## src/rtl/core/tldls_pkg.sv

```systemverilog
package tldls_pkg;

  localparam int LINE_BYTES_DEF = 48;

  // configuration port
  localparam int CFG_W = 9;
  localparam int IDX_W = 2;

  localparam logic [IDX_W-1:0] REG_MAX_BLACK   = 2'd0;
  localparam logic [IDX_W-1:0] REG_IMAGE_WIDTH = 2'd1;
  localparam logic [IDX_W-1:0] REG_INVERT      = 2'd2;

  localparam logic [8:0] MAX_BLACK_RST   = 9'd64;
  localparam logic [8:0] IMAGE_WIDTH_RST = 9'd384;
  localparam logic [8:0] MIN_LIMIT       = 9'd8;

  // result item kinds
  localparam logic ITEM_PRINT = 1'b0;
  localparam logic ITEM_MOTOR = 1'b1;

  localparam logic [63:0] MOTOR_STEPS = 64'd1;

  typedef enum logic [2:0] {
    S_IDLE,
    S_BIT,
    S_BYTE_END,
    S_EMIT_RD,
    S_EMIT_OUT,
    S_MOTOR
  } state_t;

  typedef struct packed {
    logic load;
    logic step;
    logic bit_adv;
    logic clear_pass;
    logic word_rst;
    logic word_adv;
    logic rd;
    logic out_word;
    logic out_motor;
    logic commit;
    logic line_wrap;
  } cmd_t;

  typedef struct packed {
    logic trig;
    logic bit_last;
    logic word_last;
    logic pos_last;
    logic count_nz;
    logic out_free;
  } stat_t;

endpackage

```

## src/rtl/core/dot_in_if.sv

```systemverilog
interface dot_in_if;
  logic       valid;
  logic       ready;
  logic [7:0] dot_byte;

  modport source (output valid, output dot_byte, input ready);
  modport sink (input valid, input dot_byte, output ready);
endinterface

```

## src/rtl/core/print_out_if.sv

```systemverilog
interface print_out_if;
  logic        valid;
  logic        ready;
  logic        item_kind;
  logic [63:0] payload_word;
  logic [2:0]  word_index;
  logic        last_of_run;

  modport source (
    output valid, output item_kind, output payload_word, output word_index,
    output last_of_run, input ready
  );
  modport sink (
    input valid, input item_kind, input payload_word, input word_index,
    input last_of_run, output ready
  );
endinterface

```

## src/rtl/core/tldls_ctrl.sv

```systemverilog
module tldls_ctrl (
  input  logic            clk,
  input  logic            rst,
  input  logic            in_valid,
  output logic            in_ready,
  input  tldls_pkg::stat_t stat,
  output tldls_pkg::cmd_t  cmd
);
  import tldls_pkg::*;

  state_t state, state_next;
  logic   line_end, line_end_next;

  always_ff @(posedge clk) begin
    if (rst) begin
      state    <= S_IDLE;
      line_end <= 1'b0;
    end else begin
      state    <= state_next;
      line_end <= line_end_next;
    end
  end

  always_comb begin
    state_next    = state;
    line_end_next = line_end;
    unique case (state)
      S_IDLE: begin
        if (in_valid) state_next = S_BIT;
      end
      S_BIT: begin
        if (stat.trig) begin
          state_next    = S_EMIT_RD;
          line_end_next = 1'b0;
        end else if (stat.bit_last) begin
          state_next = S_BYTE_END;
        end
      end
      S_BYTE_END: begin
        if (stat.pos_last) begin
          if (stat.count_nz) begin
            state_next    = S_EMIT_RD;
            line_end_next = 1'b1;
          end else begin
            state_next = S_MOTOR;
          end
        end else begin
          state_next = S_IDLE;
        end
      end
      S_EMIT_RD: state_next = S_EMIT_OUT;
      S_EMIT_OUT: begin
        if (stat.out_free) begin
          if (!stat.word_last) state_next = S_EMIT_RD;
          else if (line_end) state_next = S_MOTOR;
          else if (stat.bit_last) state_next = S_BYTE_END;
          else state_next = S_BIT;
        end
      end
      S_MOTOR: begin
        if (stat.out_free) state_next = S_IDLE;
      end
      default: state_next = S_IDLE;
    endcase
  end

  always_comb begin
    cmd      = '0;
    in_ready = 1'b0;
    unique case (state)
      S_IDLE: begin
        // no transaction is taken while reset is held
        in_ready = !rst;
        cmd.load = in_valid && !rst;
      end
      S_BIT: begin
        cmd.step = 1'b1;
        if (stat.trig) cmd.word_rst = 1'b1;
        else if (!stat.bit_last) cmd.bit_adv = 1'b1;
      end
      S_BYTE_END: begin
        if (stat.pos_last) cmd.word_rst = stat.count_nz;
        else cmd.commit = 1'b1;
      end
      S_EMIT_RD: cmd.rd = 1'b1;
      S_EMIT_OUT: begin
        if (stat.out_free) begin
          cmd.out_word = 1'b1;
          if (!stat.word_last) begin
            cmd.word_adv = 1'b1;
          end else if (!line_end) begin
            // mid-line pass done: restart the pass, carry on with the next dot or finish the byte
            cmd.clear_pass = 1'b1;
            cmd.bit_adv    = !stat.bit_last;
          end
        end
      end
      S_MOTOR: begin
        if (stat.out_free) begin
          cmd.out_motor  = 1'b1;
          cmd.clear_pass = 1'b1;
          cmd.line_wrap  = 1'b1;
        end
      end
      default: ;
    endcase
  end

  a_word_rst_on_emit: assert property (@(posedge clk) disable iff (rst)
    (state_next == S_EMIT_RD && state != S_EMIT_RD && state != S_EMIT_OUT) |-> cmd.word_rst)
    else $error("pass emission entered without word restart");

  a_no_accept_busy: assert property (@(posedge clk) disable iff (rst)
    (in_ready && state != S_IDLE) |-> 1'b0)
    else $error("input taken while an item is in progress");

  a_motor_after_line: assert property (@(posedge clk) disable iff (rst)
    (state == S_EMIT_OUT && stat.out_free && stat.word_last && line_end) |=> state == S_MOTOR)
    else $error("line-end pass not followed by motor step");

endmodule

```

## src/rtl/core/tldls_dp.sv

```systemverilog
module tldls_dp #(
  parameter int LINE_BYTES = tldls_pkg::LINE_BYTES_DEF
) (
  input  logic                          clk,
  input  logic                          rst,
  input  logic [7:0]                    dot_byte,
  input  logic                          cfg_wr_en,
  input  logic [tldls_pkg::IDX_W-1:0]   cfg_index,
  input  logic [tldls_pkg::CFG_W-1:0]   cfg_data,
  input  tldls_pkg::cmd_t               cmd,
  output tldls_pkg::stat_t              stat,
  input  logic                          out_ready,
  output logic                          out_valid,
  output logic                          out_kind,
  output logic [63:0]                   out_payload,
  output logic [2:0]                    out_index,
  output logic                          out_last
);
  import tldls_pkg::*;

  localparam int WORDS = (LINE_BYTES + 7) / 8;
  localparam int POS_W = $clog2(LINE_BYTES);
  localparam int WI_W  = (WORDS > 1) ? $clog2(WORDS) : 1;
  localparam int DI_W  = (POS_W + 3 > 9) ? POS_W + 3 : 9;
  localparam logic [POS_W-1:0] POS_LAST  = POS_W'(LINE_BYTES - 1);
  localparam logic [WI_W-1:0]  WORD_LAST = WI_W'(WORDS - 1);

  // configuration
  logic [8:0] max_black;
  logic [8:0] image_width;
  logic       invert_dots;

  // per-byte and pass state
  logic [7:0]             byte_reg;
  logic [2:0]             bit_idx;
  logic [7:0]             cur;
  logic [8:0]             count;
  logic [POS_W-1:0]       pos;
  logic [WI_W-1:0]        widx;
  logic [WORDS-1:0][7:0]  valid;
  logic [63:0]            mem [WORDS];
  logic [63:0]            rd_data;

  logic [8:0]      limit;
  logic [8:0]      count_inc;
  logic            in_width;
  logic            dot;
  logic            hit;
  logic [WI_W-1:0] pos_word;
  logic [2:0]      pos_lane;
  logic [63:0]     word;

  always_ff @(posedge clk) begin
    if (rst) begin
      max_black   <= MAX_BLACK_RST;
      image_width <= IMAGE_WIDTH_RST;
      invert_dots <= 1'b0;
    end else if (cfg_wr_en) begin
      unique case (cfg_index)
        REG_MAX_BLACK:   max_black   <= cfg_data;
        REG_IMAGE_WIDTH: image_width <= cfg_data;
        REG_INVERT:      invert_dots <= cfg_data[0];
        default: ;
      endcase
    end
  end

  assign limit     = (max_black < MIN_LIMIT) ? MIN_LIMIT : max_black;
  assign count_inc = count + 9'd1;
  assign in_width  = DI_W'({pos, bit_idx}) < DI_W'(image_width);
  assign dot       = byte_reg[~bit_idx] ^ invert_dots;
  assign hit       = in_width && dot;
  assign pos_word  = WI_W'(pos >> 3);
  assign pos_lane  = pos[2:0];

  assign stat.trig      = hit && (count_inc >= limit);
  assign stat.bit_last  = bit_idx == 3'd7;
  assign stat.word_last = widx == WORD_LAST;
  assign stat.pos_last  = pos == POS_LAST;
  assign stat.count_nz  = count != '0;
  assign stat.out_free  = !out_valid || out_ready;

  // lane 0 is the leftmost byte; the byte in progress has not been committed yet
  always_comb begin
    for (int l = 0; l < 8; l++) begin
      word[63-8*l -: 8] = valid[widx][l] ? rd_data[63-8*l -: 8] : 8'h00;
      if (widx == pos_word && pos_lane == 3'(l)) word[63-8*l -: 8] = word[63-8*l -: 8] | cur;
    end
  end

  always_ff @(posedge clk) begin
    if (cmd.load) byte_reg <= dot_byte;
    if (cmd.rd) rd_data <= mem[widx];
    if (cmd.commit) mem[pos_word][{~pos_lane, 3'b000} +: 8] <= cur;
    if (cmd.out_word) begin
      out_kind    <= ITEM_PRINT;
      out_payload <= word;
      out_index   <= 3'(widx);
      out_last    <= stat.word_last;
    end else if (cmd.out_motor) begin
      out_kind    <= ITEM_MOTOR;
      out_payload <= MOTOR_STEPS;
      out_index   <= 3'd0;
      out_last    <= 1'b1;
    end
  end

  always_ff @(posedge clk) begin
    if (rst) begin
      bit_idx   <= '0;
      cur       <= '0;
      count     <= '0;
      pos       <= '0;
      widx      <= '0;
      valid     <= '0;
      out_valid <= 1'b0;
    end else begin
      if (cmd.load) bit_idx <= '0;
      else if (cmd.bit_adv) bit_idx <= bit_idx + 3'd1;

      if (cmd.word_rst) widx <= '0;
      else if (cmd.word_adv) widx <= widx + WI_W'(1);

      if (cmd.clear_pass) begin
        cur   <= '0;
        count <= '0;
        valid <= '0;
      end else begin
        if (cmd.step && hit) begin
          cur[~bit_idx] <= 1'b1;
          count         <= count_inc;
        end
        if (cmd.commit) begin
          valid[pos_word][pos_lane] <= 1'b1;
          cur                       <= '0;
        end
      end

      if (cmd.line_wrap) pos <= '0;
      else if (cmd.commit) pos <= pos + POS_W'(1);

      if (cmd.out_word || cmd.out_motor) out_valid <= 1'b1;
      else if (out_ready) out_valid <= 1'b0;
    end
  end

  a_line_wrap_clears: assert property (@(posedge clk) disable iff (rst)
    cmd.out_motor |=> (pos == '0) && (count == '0) && (cur == '0) && (valid == '0))
    else $error("pass state not cleared at line end");

  a_motor_item: assert property (@(posedge clk) disable iff (rst)
    (out_valid && out_kind == ITEM_MOTOR) |->
      (out_last && out_payload == MOTOR_STEPS && out_index == 3'd0))
    else $error("malformed motor item");

  a_no_overwrite: assert property (@(posedge clk) disable iff (rst)
    (cmd.out_word || cmd.out_motor) |-> (!out_valid || out_ready))
    else $error("output register overwritten while held");

endmodule

```

## src/rtl/core/thermal_line_dot_limit_splitter_core.sv

```systemverilog
// Each byte: an accept step, its dots one per cycle in S_BIT while no pass goes out,
// then a commit, except for the last byte of a line.
// A pass reads the buffer, then loads the output, for each 64-dot word.
// The line end adds a motor item; output stalls hold the pass and the motor item.
// A result is registered and is on the output in the cycle after it is formed.
// Synchronous reset: registers to 64/384/0, count and position to zero, buffer emptied.
module thermal_line_dot_limit_splitter_core #(
  parameter int LINE_BYTES = tldls_pkg::LINE_BYTES_DEF
) (
  input  logic                        clk,
  input  logic                        rst,
  input  logic                        cfg_wr_en,
  input  logic [tldls_pkg::IDX_W-1:0] cfg_index,
  input  logic [tldls_pkg::CFG_W-1:0] cfg_data,
  dot_in_if.sink                      dots,
  print_out_if.source                 items
);
  import tldls_pkg::*;

  cmd_t  cmd;
  stat_t stat;

  tldls_ctrl u_ctrl (
    .clk      (clk),
    .rst      (rst),
    .in_valid (dots.valid),
    .in_ready (dots.ready),
    .stat     (stat),
    .cmd      (cmd)
  );

  tldls_dp #(
    .LINE_BYTES (LINE_BYTES)
  ) u_dp (
    .clk         (clk),
    .rst         (rst),
    .dot_byte    (dots.dot_byte),
    .cfg_wr_en   (cfg_wr_en),
    .cfg_index   (cfg_index),
    .cfg_data    (cfg_data),
    .cmd         (cmd),
    .stat        (stat),
    .out_ready   (items.ready),
    .out_valid   (items.valid),
    .out_kind    (items.item_kind),
    .out_payload (items.payload_word),
    .out_index   (items.word_index),
    .out_last    (items.last_of_run)
  );

endmodule

```

## src/flat_wrapper.sv

```systemverilog
// flat-port wrapper written by rule: the top's interface ports become plain ports
module thermal_line_dot_limit_splitter_core_flat import tldls_pkg::*;
#(
  parameter int LINE_BYTES = tldls_pkg::LINE_BYTES_DEF
)
  (clk, rst, cfg_wr_en, cfg_index, cfg_data, dots_valid, dots_dot_byte, dots_ready, items_valid, items_item_kind, items_payload_word, items_word_index, items_last_of_run, items_ready);
  dot_in_if dots_i ();
  print_out_if items_i ();
  input  logic clk;
  input  logic rst;
  input  logic cfg_wr_en;
  input  logic [tldls_pkg::IDX_W-1:0] cfg_index;
  input  logic [tldls_pkg::CFG_W-1:0] cfg_data;
  input wire logic [$bits(dots_i.valid)-1:0] dots_valid;
  input wire logic [$bits(dots_i.dot_byte)-1:0] dots_dot_byte;
  output wire logic [$bits(dots_i.ready)-1:0] dots_ready;
  output wire logic [$bits(items_i.valid)-1:0] items_valid;
  output wire logic [$bits(items_i.item_kind)-1:0] items_item_kind;
  output wire logic [$bits(items_i.payload_word)-1:0] items_payload_word;
  output wire logic [$bits(items_i.word_index)-1:0] items_word_index;
  output wire logic [$bits(items_i.last_of_run)-1:0] items_last_of_run;
  input wire logic [$bits(items_i.ready)-1:0] items_ready;
  assign dots_i.valid = dots_valid;
  assign dots_i.dot_byte = dots_dot_byte;
  assign dots_ready = dots_i.ready;
  assign items_valid = items_i.valid;
  assign items_item_kind = items_i.item_kind;
  assign items_payload_word = items_i.payload_word;
  assign items_word_index = items_i.word_index;
  assign items_last_of_run = items_i.last_of_run;
  assign items_i.ready = items_ready;
  thermal_line_dot_limit_splitter_core #(.LINE_BYTES(LINE_BYTES)) u_core (.clk(clk), .rst(rst), .cfg_wr_en(cfg_wr_en), .cfg_index(cfg_index), .cfg_data(cfg_data), .dots(dots_i), .items(items_i));
endmodule
```

## config.mk

```make
export PLATFORM = sky130hd
export DESIGN_NAME = thermal_line_dot_limit_splitter_core_flat
export DESIGN_NICKNAME = d
export VERILOG_FILES = /design/src/rtl/core/tldls_pkg.sv /design/src/rtl/core/dot_in_if.sv /design/src/rtl/core/print_out_if.sv /design/src/rtl/core/tldls_ctrl.sv /design/src/rtl/core/tldls_dp.sv /design/src/rtl/core/thermal_line_dot_limit_splitter_core.sv /design/src/flat_wrapper.sv
export SDC_FILE = /design/constraint.sdc
export NUM_CORES = 1
export LEC_CHECK = 0
export BUFFER_PORTS_ARGS = -buffer_cell sky130_fd_sc_hd__buf_2
export CAP_MARGIN = 40
export CORE_ASPECT_RATIO = 1.5
export CORE_UTILIZATION = 60
export CTS_CLUSTER_SIZE = 40
export DETAILED_ROUTE_END_ITERATION = 8
export HOLD_SLACK_MARGIN = 0.08
export PLACE_DENSITY = 0.78
export SETUP_SLACK_MARGIN = 0.3
export SLEW_MARGIN = 20
export SYNTH_ARGS = -nofsm -noshare
export SYNTH_HDL_FRONTEND = slang
export SYNTH_SLANG_ARGS = --single-unit
```

## constraint.sdc

```tcl
create_clock -name clk -period 11.9 [get_ports clk]
set_clock_uncertainty 0.05 [all_clocks]
set_input_delay 1.19 -clock clk [delete_from_list [all_inputs] [get_ports clk]]
set_output_delay 1.19 -clock clk [all_outputs]
set_load 0.02 [all_outputs]
```

# After elaboration in Yosys (flattened, before gate mapping)
# Memories as Yosys holds them, arrays and structs flattened. A register that Yosys moved wholly into a read port is not among the register bits.
# Index checks and enable logic that the tools add are counted.
# totals
memories	1
ramBits	384
register_bits	178
output_inout_bits	71
# classes
bitwise_logic	13
n_mux	74
n_shift	2
eq_ne	25
magnitude_cmp	10
reduce_logical	37
add_sub_neg	5
# memory_table
memory	depth	word_bits	read_ports	rd_clocked_by_memory_dff	write_ports	line_no	rtl
u_core.u_dp.mem	6	64	1	1	1	tldls_dp.sv:41	logic [63:0] mem [WORDS];
# op_table
op	count
2-to-1 mux 64 bit	3
2-to-1 mux 8 bit	18
OR 8 bit	9
variable shift 8 x 8 -> 64 bit (first input constant)	1
variable part select 8 x 8 -> 64 bit	1
OR 48 bit	1
2-to-1 mux 3 bit	11
2-to-1 mux 1 bit	27
binary-select mux 8 bit (select 3 bit)	1
demux 8 bit (select 3 bit)	1
== test 3 bit (second input constant)	8
case mux 3 bit (6 select lines)	1
less-than comparator 3 x 4 -> 1 bit (second input constant)	4
logical AND 1 bit	15
== test 3 x 2 -> 1 bit (second input constant)	4
adder 9 x 1 -> 9 bit (second input constant)	1
greater-or-equal comparator 3 x 1 -> 1 bit (second input constant)	3
greater-or-equal comparator 9 bit	1
less-than comparator 9 x 4 -> 1 bit (second input constant)	1
less-than comparator 9 bit	1
2-to-1 mux 9 bit	1
nonzero test 9 bit	1
2-to-1 mux 2 bit	4
!= test 2 x 1 -> 1 bit (second input constant)	4
24 further kinds	44

# Logic depth before layout (Yosys ltp)
# Gate-level depths: netlist of the first run.
# logic_depth
word_depth	9
depth_mapped	13
depth_no_buf	13

# Modules after synthesis
# Synthesis of the first run repeated with hierarchy kept, for this count alone.
# unflattened
hier_cells	1720
area_unflattened_um2	25350.6
# by_module_without_submodules
mod	area_each_um2	seq_area_each_um2	cells_per_inst	n_inst
tldls_dp	24902.6	17697.0	1662	1
tldls_ctrl	447.9	80.1	58	1

# Worst setup path before layout of the first run
# OpenSTA, ideal clock, no wires.
# synth_path
path_kind	input -> register
start	in items_ready
end	reg u_core.u_dp.count[0]
setup_slack_ns	6.420
cell_stages	7
arrival_time_ns	5.302
setup_time_ns	0.128
path_buffers	2
cell_sequence	nor2b_1 > nor2_1 > a21o_1 > or2_2 > buf_2 > buf_1 > nor2_1
# synth_between
elab_chain_len	4
elab_cells_between_ends	5
classes_between	mux: 3; reduce/logical: 2
# synth_lines
item	line_no	rtl
start, declared	flat_wrapper.sv:22	input wire logic [$bits(items_i.ready)-1:0] items_ready;
logical OR 1 bit (*)	tldls_dp.sv:81	assign stat.out_free = !out_valid || out_ready;
2-to-1 mux 1 bit / 2-to-1 mux 2 bit (equally long branches)	tldls_ctrl.sv:99, tldls_ctrl.sv:87	
case mux 1 bit (2 select lines) (*)	tldls_ctrl.sv:70	unique case (state)
OR reduction 2 bit (no source line) (*)	--	
end signal, assigned	tldls_dp.sv:131	count <= count_inc;
end, declared	tldls_dp.sv:37	logic [8:0] count;
# Mark *: on every way between the ends. The rest lies on a longest branch, timed or not.
# A chain may end at the register's enable or synchronous reset.

# Worst setup path in the final report of the first run
# layout_path
start	reg u_core.u_ctrl.state[1]
end	mem u_core.u_dp.mem[2][24] (enable)
# layout_between
elab_chain_len	4
# layout_lines
item	line_no	rtl
start, declared	tldls_ctrl.sv:11	state_t state, state_next;
start signal, assigned	tldls_ctrl.sv:19	state <= state_next;
== test 3 x 2 -> 1 bit	tldls_ctrl.sv:70	
2-to-1 mux 1 bit	tldls_ctrl.sv:70	
2-to-1 mux 1 bit	tldls_dp.sv:94	if (cmd.commit) mem[pos_word][{~pos_lane, 3'b000} +: 8] <= cur;
2-to-1 mux 64 bit (not written as such)	tldls_dp.sv:94	
end, declared	tldls_dp.sv:41	
# Every way passes these cells.

==> out/results.txt, run 1 <==
Max VDD drop: 0.1268 mV
Mapped cell area: 0.02507 mm²
RePlAce Congestion: 0.8536
Clock latency reported for the late side of the worst-skew pair: 0.60 ns
Slowest cell on the critical path: sky130_fd_sc_hd__nor2_1
Dominant synthesized flop cell: sky130_fd_sc_hd__edfxtp_1
Per-cell via count in the routed design: 6.105
Maximum number of pins on one net before global-route repair: 74
Number of enable-type register cells in the synthesized netlist: 524
Diodes inserted: 0
Worst slew slack as a fraction of its limit: 43.73%
Maximum fanout encountered on the critical timing path: 22
Worst-path clk slew: 0.06 ns
First-pass GRT wire length: 84770 µm
Vias in the first global route: 14700
Initial antenna violation count: 0
Row count: 91
Core area: 0.04110 mm²
Max FFs per register: 384
List of cells traversed by the critical path: nor2b_1 -> nor2b_1 -> nand2_1 -> nor3_1 -> nand2_1 -> nor2_1
Biggest registers after layout: u_core.u_dp.mem: 384 flops, u_core.u_dp.out_payload: 64 flops, u_core.u_dp.rd_data: 64 flops
Clock tree from TritonCTS: built
Static Leakage: 9.397 nW
Cells after synthesis: 1708
Post-CTS setup buffer count: 0
Routed Antenna Nets: 0
Result of the run: finished clean
Total via count after detailed routing: 14820
Total number of nets in the final design: 1875
Crit end category: flop
Number of remaining DRC errors: 0
Detailed placement HPWL: 35350 µm
DIE WIDTH: 168.9 µm
Hold-fix buffers, CTS: 0
Y dimension of the die: 252.3 µm
Biggest register: u_core.u_dp.mem
Net count after synthesis: 1761
FF-to-FF path depth: 6
Total of warnings raised by yosys: 0
Post-layout minimum cycle time: 3.800 ns
Async set or reset register ratio after synthesis: 0%
Max Fclk: 263.1 MHz
Required time at the endpoint of the critical path: 12.08 ns
Leftover overflow at the end of global routing: 0
Number of placed I/O pins: 95
Slew at the pin with the worst max-slew slack: 0.8409 ns
HP Class: flop to flop
Final TNS setup: 0 ns
PD cells: 151.3 mW/mm²
Yosys reg bits: 626
Global router's overall resource usage: 26.81%
Total routed wirelength: 56310 µm
Number of slew-limit violations in the final report: 0
Fin. Hold Viols: 0
Crit start category: flop
Area taken by flip-flops and latches: 0.01778 mm²
Multi-input logic area: 0.006825 mm²
Area enclosed by the die boundary: 0.04262 mm²
Detailed Routing Iterations Pass 1: 6
Number of violations reported at the end of detailed-routing iteration 0: 1820
Class of the most critical setup path: flop to flop
Total power consumption of the routed design: 0.004261 W
Number of cells traversed by the worst hold path: 2
Critical path arrival: 3.98 ns
Clock Tree Root: sky130_fd_sc_hd__clkbuf_16
Post-synthesis sequential area ratio: 70.91%
CTS sink cnt: 626
Count of input and output buffers: 94
Max-cap violation count: 0
Level count of the clock H-tree: 2
Unrepaired setup endpoints after global routing: false
Count of instances resized after the clock tree is built: 0
Critical path's largest stage delay: 0.69 ns
Endpoints failing setup: 0
Filler cells: 2621
Average cell area after synthesis: 14.68 µm²
Worst-case clock buffer depth: 3
Synth-to-Final Area Change: 12.32%
Post-detailed-route wirelength per cell: 23.20 µm
Initial core utilization: 60.99%
Count of different cell masters after synthesis: 50
Final clock period utilization by the worst path: 31.94%
Clock buffers created by TritonCTS: 55
Share of layout cells above drive strength 1: 16.80%
-- cell families (layout without fill, tap and decap cells) --
group,count (synthesis),count (layout),share of synthesized area (%)
compound gates,235,235,5.590
xor+xnor,24,24,0.8385
fa+ha+maj,29,29,1.447
buf+inv,120,281,1.956
flops,626,626,70.91
mux,160,160,10.05
simple gates,514,514,9.209
-- final timing paths --
path / startpoint / to / slack, ns
min: u_core.u_dp.image_width[1] / u_core.u_dp.image_width[1] / 0.41
max: u_core.u_ctrl.state[1] / u_core.u_dp.mem[2][24] / 8.10
min reg2reg: u_core.u_dp.image_width[1] / u_core.u_dp.image_width[1] / 0.41
max reg2reg: u_core.u_ctrl.state[1] / u_core.u_dp.mem[2][24] / 8.10
-- stage by stage --
step	cell area (µm²)	hold WS (ns)	cells	utilization, %	worst slack, ns
global route	28160	0.4257	2427	68.50	7.959
global placement	26060	0.3941	2290	63.40	8.038
CTS	28030	0.4098	2410	68.19	8.060
floorplan	25070	0.3815	1708	-	6.420
finish	28160	0.4127	2427	68.50	8.100
detailed placement	26320	0.4034	2306	64.02	8.113
-- worst max-delay path, delay by kind of cell (launching register included) --
kind,cells,cell delay [ns]
flip-flops,1,0.47
AND/OR/NAND/NOR,6,2.90
-- routing by layer --
layer  share of wire (%)  vias up  global-route usage (%)
met5                   0        -                       0
met4                 4.7        0                   13.22
met3                 7.5      174                   3.743
met2                  51      708                   45.43
met1                  37     7326                   34.04
li1                    -     6608                       -
-- final cells by class --
cell class              count  area share [%]
flip-flops and latches    626           63.16
multi-input cells         962           24.24
clock buffers              82           5.395
repair buffers            153           3.706
well taps                 558           2.480
clock inverters            22          0.6932
inverters                  24          0.3244
-- cell usage after synthesis (4+ instances only) --
cell type                  instances  area (µm²)
sky130_fd_sc_hd__o21ai_0          70       350.3
sky130_fd_sc_hd__dfxtp_1         102        2042
sky130_fd_sc_hd__nor2b_1           8       50.05
sky130_fd_sc_hd__a31oi_1           7       43.79
sky130_fd_sc_hd__xor2_1           15       131.4
sky130_fd_sc_hd__nor3_1           31       155.2
sky130_fd_sc_hd__a22oi_1          63       473.0
sky130_fd_sc_hd__a21oi_1          72       360.4
sky130_fd_sc_hd__a211oi_1          5       37.54
sky130_fd_sc_hd__buf_1            16       60.06
sky130_fd_sc_hd__ha_1             29       362.9
sky130_fd_sc_hd__nand4_1           4       25.02
sky130_fd_sc_hd__edfxtp_1        524       15740
sky130_fd_sc_hd__nand2_1         131       491.7
sky130_fd_sc_hd__o21ai_1           8       40.04
sky130_fd_sc_hd__nor2_1          224       840.8
sky130_fd_sc_hd__and2_1           58       362.9
sky130_fd_sc_hd__nor4_1            4       25.02
sky130_fd_sc_hd__and3_1           18       112.6
sky130_fd_sc_hd__inv_1            24       90.09
sky130_fd_sc_hd__nand3b_1          5       37.54
sky130_fd_sc_hd__mux2i_1          84       840.8
sky130_fd_sc_hd__nand2b_1          8       50.05
sky130_fd_sc_hd__mux4_2           73        1644
sky130_fd_sc_hd__nand3_1           8       40.04
sky130_fd_sc_hd__buf_2            17       85.08
sky130_fd_sc_hd__clkbuf_1         61       229.0
sky130_fd_sc_hd__xnor2_1           9       78.83
-- layout by cell type, fill, tap and decap left out, types with 5 or more instances in the layout --
| cell | count |
|---|---|
| sky130_fd_sc_hd__nor2_1 | 223 |
| sky130_fd_sc_hd__xor2_1 | 15 |
| sky130_fd_sc_hd__nor3_1 | 29 |
| sky130_fd_sc_hd__and3_1 | 18 |
| sky130_fd_sc_hd__buf_4 | 48 |
| sky130_fd_sc_hd__o21ai_0 | 70 |
| sky130_fd_sc_hd__inv_1 | 23 |
| sky130_fd_sc_hd__edfxtp_1 | 524 |
| sky130_fd_sc_hd__buf_16 | 5 |
| sky130_fd_sc_hd__mux4_2 | 73 |
| sky130_fd_sc_hd__nand2_1 | 131 |
| sky130_fd_sc_hd__dfxtp_1 | 100 |
| sky130_fd_sc_hd__ha_1 | 29 |
| sky130_fd_sc_hd__nand3_1 | 7 |
| sky130_fd_sc_hd__nor2b_1 | 8 |
| sky130_fd_sc_hd__buf_2 | 97 |
| sky130_fd_sc_hd__a211oi_1 | 5 |
| sky130_fd_sc_hd__mux2i_1 | 84 |
| sky130_fd_sc_hd__a21oi_1 | 72 |
| sky130_fd_sc_hd__nand2b_1 | 8 |
| sky130_fd_sc_hd__and2_1 | 57 |
| sky130_fd_sc_hd__a31oi_1 | 7 |
| sky130_fd_sc_hd__clkinv_1 | 11 |
| sky130_fd_sc_hd__nand3b_1 | 5 |
| sky130_fd_sc_hd__a22oi_1 | 63 |
| sky130_fd_sc_hd__xnor2_1 | 9 |
| sky130_fd_sc_hd__clkbuf_1 | 24 |
| sky130_fd_sc_hd__clkbuf_16 | 56 |
| sky130_fd_sc_hd__o21ai_1 | 8 |
-- power breakdown --
group          leakage [nW]  switching (W)  internal [W]
Clock                 0.822       0.000766      0.000950
Sequential             5.70      0.0000174       0.00237
Combinational          2.87       0.000103     0.0000565
Power figures use the tool's default switching activity.
==> run 2, diff against run 1 <==
==> constraint.sdc (replaced) <==
create_clock -name clk -period 3.7 [get_ports clk]
set_clock_uncertainty 0.05 [all_clocks]
set_input_delay 0.37 -clock clk [delete_from_list [all_inputs] [get_ports clk]]
set_output_delay 0.37 -clock clk [all_outputs]
set_load 0.02 [all_outputs]
==> run 2 against run 1 <==
  * Sequential power grew to 3.2 times the previous value
  * Clock-buffer cell count decreased by 11
  * Clock power rose to 3.5 times the previous value
  * Design area increased by 0.89%
  * Combinational power increased to 3.2 times the previous value
  * Flip-flop and latch count unchanged
  * Worst setup slack lost 7.5 ns
  * Via count increased by 0.10%
  * Fmax grew 23%
  * Cell count up 0.62%
  * Critical endpoint is now u_core.u_dp.bit_idx[1]
  * Largest power group unchanged
==> out/results.txt, run 2 (synthesized netlist as in run 1, its figures left out) <==
Clock tree from TritonCTS: built
Core occupancy in the finished layout: 69.12% (+0.61 points)
Cell count along the critical path: 14 (+8)
Slew at the pin with the worst max-slew slack: 0.8565 ns (+0.01564 ns)
Biggest registers after layout: u_core.u_dp.mem: 384 flops, u_core.u_dp.out_payload: 64 flops, u_core.u_dp.rd_data: 64 flops
Most frequent cells in the layout: 524 x sky130_fd_sc_hd__edfxtp_1, 223 x sky130_fd_sc_hd__nor2_1, 131 x sky130_fd_sc_hd__nand2_1
Y dimension of the die: 252.3 µm (unchanged)
Number of violations reported at the end of detailed-routing iteration 0: 1405 (-23%)
Crit end category: flop
Category of cells accounting for the largest share of critical-path delay: simple AND/OR/NAND/NOR gates
Core area: 0.04110 mm² (unchanged)
List of cells traversed by the critical path: ha_1 -> nand3_1 -> nor2_1 -> nand3_1 -> xnor2_1 -> ha_1 -> nand2_1 -> nor2_1 -> a211oi_1 -> o21ai_0 -> buf_4 -> a311o_1 -> nand2_1 -> mux2i_1
HP Class: input pin to flop
Share of layout cells above drive strength 1: 17.73% (+0.93 points)
Crit start category: flop
FF-to-FF path depth: 14 (+8)
Critical path's largest stage delay: 0.43 ns (-0.26 ns)
Unrepaired setup endpoints after global routing: false
Count of instances resized after the clock tree is built: 0 (unchanged)
Max-cap violation count: 0 (unchanged)
Final TNS setup: 0 ns (unchanged)
Capturing point of the worst reg2reg path: u_core.u_dp.bit_idx[1]
PD cells: 497.7 mW/mm² (+230%)
Level count of the clock H-tree: 2 (unchanged)
Critical Path Sink: u_core.u_dp.bit_idx[1]
Filler cells: 2615 (-0.23%)
Diodes inserted: 0 (unchanged)
Post-layout minimum cycle time: 3.087 ns (-0.7138 ns)
Clock buffers created by TritonCTS: 55 (unchanged)
Total routed wirelength: 56810 µm (+0.88%)
Row count: 91 (unchanged)
Global router's overall resource usage: 27.17% (+0.36 points)
Required time at the endpoint of the critical path: 4.16 ns (-7.92 ns)
Multi-input logic area: 0.006815 mm² (-0.15%)
Max Fclk: 324.0 MHz (+23%)
Biggest register: u_core.u_dp.mem
Worst slew slack as a fraction of its limit: 42.76% (-0.97 points)
Endpoints failing setup: 0 (unchanged)
Max FFs per register: 384 (unchanged)
Leftover overflow at the end of global routing: 0 (unchanged)
First-pass GRT wire length: 85770 µm (+1.2%)
Most common cell after layout, fill and taps aside: sky130_fd_sc_hd__edfxtp_1
Synth-to-Final Area Change: 13.32%
Routed Antenna Nets: 0 (unchanged)
Initial antenna violation count: 1 (+1)
Vias in the first global route: 14980 (+1.9%)
Detailed Routing Iterations Pass 1: 5 (-1)
DIE WIDTH: 168.9 µm (unchanged)
Number of remaining DRC errors: 0 (unchanged)
RePlAce Congestion: 0.8508 (-0.33%)
Number of slew-limit violations in the final report: 0 (unchanged)
Maximum number of pins on one net before global-route repair: 69 (-6.8%)
Static Leakage: 9.535 nW (+1.5%)
Launch point of the worst reg-to-reg path: u_core.u_dp.count[0]
Fin. Hold Viols: 0 (unchanged)
Hold-fix buffers, CTS: 17 (+17)
Area taken by flip-flops and latches: 0.01779 mm² (about the same)
Area enclosed by the die boundary: 0.04262 mm² (unchanged)
Critical Path Source: u_core.u_dp.count[0]
Slowest cell on the critical path: sky130_fd_sc_hd__dfxtp_1
Worst-path clk slew: 0.07 ns (about the same)
Max VDD drop: 0.3873 mV (+210%)
Register-to-register setup slack: 0.61 ns (-7.49 ns)
Initial core utilization: 60.99% (unchanged)
Critical path arrival: 3.55 ns (-0.43 ns)
Detailed placement HPWL: 36900 µm (+4.4%)
Per-cell via count in the routed design: 6.073 (-0.51%)
Clock Tree Root: sky130_fd_sc_hd__clkbuf_16
Worst-case clock buffer depth: 3 (unchanged)
Total number of nets in the final design: 1892 (+0.91%)
Class of the most critical setup path: flop to flop
Final clock period utilization by the worst path: 83.42% (+51 points)
Number of placed I/O pins: 95 (unchanged)
Result of the run: finished clean
Clock latency reported for the late side of the worst-skew pair: 0.59 ns (about the same)
Post-detailed-route wirelength per cell: 23.26 µm (+0.26%)
CTS sink cnt: 626 (unchanged)
Count of input and output buffers: 94 (unchanged)
Total via count after detailed routing: 14830 (+0.10%)
Maximum fanout encountered on the critical timing path: 5 (-77%)
Post-CTS setup buffer count: 0 (unchanged)
Sum of buffers and inverters on the critical path: 1 (+1)
[run 2: cell count changes in the layout (fill, tap and decap cells not counted), sizes merged]
cell         previous run  this run
dlygate4sd3             0        17
clkbuf                 82        71
clkinvlp                2         8
bufinv                  3         8
clkinv                 16        15
inv                    25        24
[run 2: final cells by class]
cell class | count | share of cell area (%)
multi-input combinational | 962 | 23.99
tap | 558 | 2.458
clock buffer | 71 | 5.268
sequential | 626 | 62.61
inverter | 24 | 0.3215
clock inverter | 31 | 1.352
timing repair buffer | 170 | 3.999
[run 2: routing by layer]
layer | vias to the layer above | share of wire, % | GRT usage (%)
li1 | 6620 | - | -
met1 | 7378 | 37 | 32.91
met2 | 665 | 52 | 47.99
met3 | 168 | 6.7 | 3.664
met4 | 0 | 4.7 | 13.01
met5 | - | 0 | 0
[run 2: metrics by stage]
step | std cells | cell area (µm²) | total power, W | setup WS, ns | hold slack, ns
floorplan | 1708 | 25080 | 0.008161 | 0.8985 | 0.3815
global placement | 2320 | 26290 | 0.008304 | 0.7537 | 0.3924
detailed placement | 2322 | 26340 | 0.008321 | 0.6239 | 0.4034
CTS | 2441 | 28390 | 0.01417 | 0.6086 | 0.09416
global route | 2442 | 28410 | 0.01446 | 0.3047 | 0.1382
finish | 2442 | 28410 | 0.01414 | 0.6134 | 0.1385
[run 2: worst reg2reg max path: cells and delay by family, from the launching register on]
family	cells	cell delay [ns]
AOI/OAI and AO/OA	3	0.64
xor gates and xnor gates	1	0.20
adders and majority gates	2	0.53
buffers and inverters	1	0.17
DFF	1	0.43
muxes	1	0.22
and+or+nand+nor	6	0.79
[run 2: worst min-delay path by stage]
stage                                     start                      end  slack (ns)  cells past startpoint
after floorplan           u_core.u_dp.valid[16]    u_core.u_dp.valid[16]        0.38                      2
after global placement    u_core.u_dp.valid[21]    u_core.u_dp.valid[21]        0.39                      2
after detailed placement   u_core.u_dp.valid[6]     u_core.u_dp.valid[6]        0.40                      2
after CTS                           items_ready    u_core.u_dp.out_valid        0.09                      3
after global routing                items_ready    u_core.u_dp.out_valid        0.14                      3
final                                 cfg_wr_en  u_core.u_dp.invert_dots        0.14                      4
[run 2: power by group]
group          total [W]  internal (W)  switching [W]
Combinational   0.000512      0.000193       0.000319
Clock            0.00594       0.00342        0.00252
Sequential       0.00768       0.00762      0.0000687
Total             0.0141        0.0112        0.00290
==> run 3, diff against run 2 <==
--- a/config.mk
+++ b/config.mk
@@ -8,11 +8,11 @@
 export BUFFER_PORTS_ARGS = -buffer_cell sky130_fd_sc_hd__buf_2
 export CAP_MARGIN = 40
 export CORE_ASPECT_RATIO = 1.5
-export CORE_UTILIZATION = 60
+export CORE_UTILIZATION = 56
 export CTS_CLUSTER_SIZE = 40
 export DETAILED_ROUTE_END_ITERATION = 8
 export HOLD_SLACK_MARGIN = 0.08
-export PLACE_DENSITY = 0.78
+export PLACE_DENSITY = 0.76
 export SETUP_SLACK_MARGIN = 0.3
 export SLEW_MARGIN = 20
 export SYNTH_ARGS = -nofsm -noshare
==> constraint.sdc (replaced) <==
create_clock -name clk -period 2.6 [get_ports clk]
set_clock_uncertainty 0.05 [all_clocks]
set_input_delay 0.26 -clock clk [delete_from_list [all_inputs] [get_ports clk]]
set_output_delay 0.26 -clock clk [all_outputs]
set_load 0.02 [all_outputs]
==> run 3 against run 2 <==
  * Via count rose by 2.3%
  * Global-route usage fell by 1.6 points
  * Utilization fell by 1.4 points
  * Worst setup slack got worse by 0.57 ns
  * Non-clock buffer count rose by 92
  * Clock-buffer cell count fell by 3
  * Register-to-register slack got worse by 0.57 ns
  * First-iteration DRC count fell by 0.71%
  * Routed wire length rose by 2.2%
  * Sequential power rose by 42%
  * Worst hold slack improved by 0.20 ns
==> out/results.txt, run 3 (synthesized netlist as in run 1, its figures left out) <==
Filler cells: 2919 (+12%)
Most common cell after layout, fill and taps aside: sky130_fd_sc_hd__edfxtp_1
Synth-to-Final Area Change: 18.87%
Biggest register: u_core.u_dp.mem
Detailed placement HPWL: 36570 µm (-0.88%)
Post-layout minimum cycle time: 2.557 ns (-0.5293 ns)
Total number of nets in the final design: 1984 (+4.9%)
First-pass GRT wire length: 87840 µm (+2.4%)
Number of placed I/O pins: 95 (unchanged)
Per-cell via count in the routed design: 5.953 (-2.0%)
Static Leakage: 10.07 nW (+5.6%)
Clock tree from TritonCTS: built
Vias in the first global route: 15340 (+2.4%)
Initial core utilization: 56.99% (-4.0 points)
Class of the most critical setup path: flop to flop
Most frequent cells in the layout: 524 x sky130_fd_sc_hd__edfxtp_1, 195 x sky130_fd_sc_hd__nor2_1, 122 x sky130_fd_sc_hd__nand2_1
Worst-path clk slew: 0.07 ns (about the same)
PD cells: 673.8 mW/mm² (+35%)
Worst slew slack as a fraction of its limit: 49.57% (+6.8 points)
Endpoints failing setup: 0 (unchanged)
Maximum fanout encountered on the critical timing path: 5 (unchanged)
Y dimension of the die: 261.1 µm (+3.5%)
Slew at the pin with the worst max-slew slack: 0.7506 ns (-0.1059 ns)
RePlAce Congestion: 0.9144 (+7.5%)
Number of remaining DRC errors: 0 (unchanged)
Total via count after detailed routing: 15180 (+2.3%)
Row count: 94 (+3.3%)
Max Fclk: 391.0 MHz (+21%)
HP Class: input pin to flop
Number of violations reported at the end of detailed-routing iteration 0: 1395 (-0.71%)
Critical path arrival: 2.99 ns (-0.56 ns)
Max-cap violation count: 0 (unchanged)
Max FFs per register: 384 (unchanged)
Level count of the clock H-tree: 2 (unchanged)
Final clock period utilization by the worst path: 98.36% (+15 points)
Routed Antenna Nets: 0 (unchanged)
Detailed Routing Iterations Pass 1: 5 (unchanged)
Initial antenna violation count: 1 (unchanged)
Max VDD drop: 0.6379 mV (+65%)
Clock latency reported for the late side of the worst-skew pair: 0.59 ns (about the same)
Total routed wirelength: 58030 µm (+2.2%)
Worst Hold Slack: 0.3408 ns (+0.2023 ns)
Multi-input logic area: 0.007341 mm² (+7.7%)
Required time at the endpoint of the critical path: 3.04 ns (-1.12 ns)
Clock buffers created by TritonCTS: 54 (-1.8%)
Crit start category: flop
Maximum number of pins on one net before global-route repair: 65 (-5.8%)
Crit end category: flop
Area enclosed by the die boundary: 0.04563 mm² (+7.1%)
CTS sink cnt: 626 (unchanged)
Leftover overflow at the end of global routing: 0 (unchanged)
DIE WIDTH: 174.8 µm (+3.5%)
Biggest registers after layout: u_core.u_dp.mem: 384 flops, u_core.u_dp.out_payload: 64 flops, u_core.u_dp.rd_data: 64 flops
Count of input and output buffers: 94 (unchanged)
Area taken by flip-flops and latches: 0.01781 mm² (+0.13%)
Number of slew-limit violations in the final report: 0 (unchanged)
Result of the run: finished clean
Core area: 0.04399 mm² (+7.0%)
Worst-case clock buffer depth: 3 (unchanged)
Post-detailed-route wirelength per cell: 22.76 µm (-2.2%)
Diodes inserted: 0 (unchanged)
Fin. Hold Viols: 0 (unchanged)
Global router's overall resource usage: 25.59% (-1.6 points)
Unrepaired setup endpoints after global routing: true
Share of layout cells above drive strength 1: 25.63% (+7.9 points)
Total power consumption of the routed design: 0.02008 W (+42%)
Clock Tree Root: sky130_fd_sc_hd__clkbuf_16
[run 3: worst paths after layout]
check | cells after the start | to | slack, ns | startpoint
max | 13 | u_core.u_dp.bit_idx[0] | 0.04 | u_core.u_dp.count[1]
min | 2 | u_core.u_dp.byte_reg[1] | 0.34 | dots_dot_byte[1]
max reg2reg | 13 | u_core.u_dp.bit_idx[0] | 0.04 | u_core.u_dp.count[1]
min reg2reg | 2 | u_core.u_dp.image_width[4] | 0.41 | u_core.u_dp.image_width[4]
[run 3: power breakdown]
group	switching (W)	internal (W)
clock network	0.00348	0.00478
logic	0.000554	0.000359
registers	0.0000659	0.0108
total	0.00410	0.0160
[run 3: critical path, cell delays in order, from the launching register on]
cell and delay, ns:
sky130_fd_sc_hd__dfxtp_4 0.36, sky130_fd_sc_hd__ha_4 0.15, sky130_fd_sc_hd__nand3_4 0.09, sky130_fd_sc_hd__nor2_4 0.15
sky130_fd_sc_hd__nand3_2 0.11, sky130_fd_sc_hd__xnor2_1 0.15, sky130_fd_sc_hd__ha_1 0.32, sky130_fd_sc_hd__nand2_1 0.08
sky130_fd_sc_hd__nor2_1 0.05, sky130_fd_sc_hd__a211oi_2 0.17, sky130_fd_sc_hd__o21ai_2 0.11, sky130_fd_sc_hd__a311o_1 0.35
sky130_fd_sc_hd__a21oi_1 0.15, sky130_fd_sc_hd__and3b_1 0.18
[run 3: layout make-up]
type / count / area share [%]
Multi-Input combinational cell: 963 / 24.63
Sequential cell: 626 / 59.76
Tap cell: 576 / 2.418
Clock buffer: 68 / 4.925
Inverter: 24 / 0.3317
Clock inverter: 31 / 1.180
Timing Repair Buffer: 262 / 6.747
[run 3: per-stage QoR]
stage / util [%] / worst slack, ns / area, µm² / TNS (ns) / std cells
finish: 67.75 / 0.04269 / 29800 / 0 / 2550
global route: 67.75 / -0.08853 / 29800 / -0.2310 / 2550
global placement: 61.95 / -0.1477 / 27250 / -0.4067 / 2404
CTS: 67.40 / 0.04190 / 29650 / 0 / 2547
floorplan: - / 0.07807 / 25470 / 0 / 1708
detailed placement: 61.98 / -0.1649 / 27260 / -0.5059 / 2405
[run 3: per-layer routing]
layer	GRT usage [%]	vias to the layer above	share of wire, %	wire length, µm
li1	-	6828	-	-
met1	31.86	7558	37	21730
met2	45.02	642	52	30150
met3	3.441	151	6.6	3831
met4	10.89	0	4.0	2320
met5	0	-	0	0
[run 3: what timing repair did]
action | CTS | global route
pin swaps | 23 | 5
resized for setup | 35 | 38
hold endpoints to repair | 31 | 0
buffers inserted | 15 | 3
gates cloned | 1 | 0
hold buffers | 27 | 0
endpoints found under the setup margin | 389 | 640
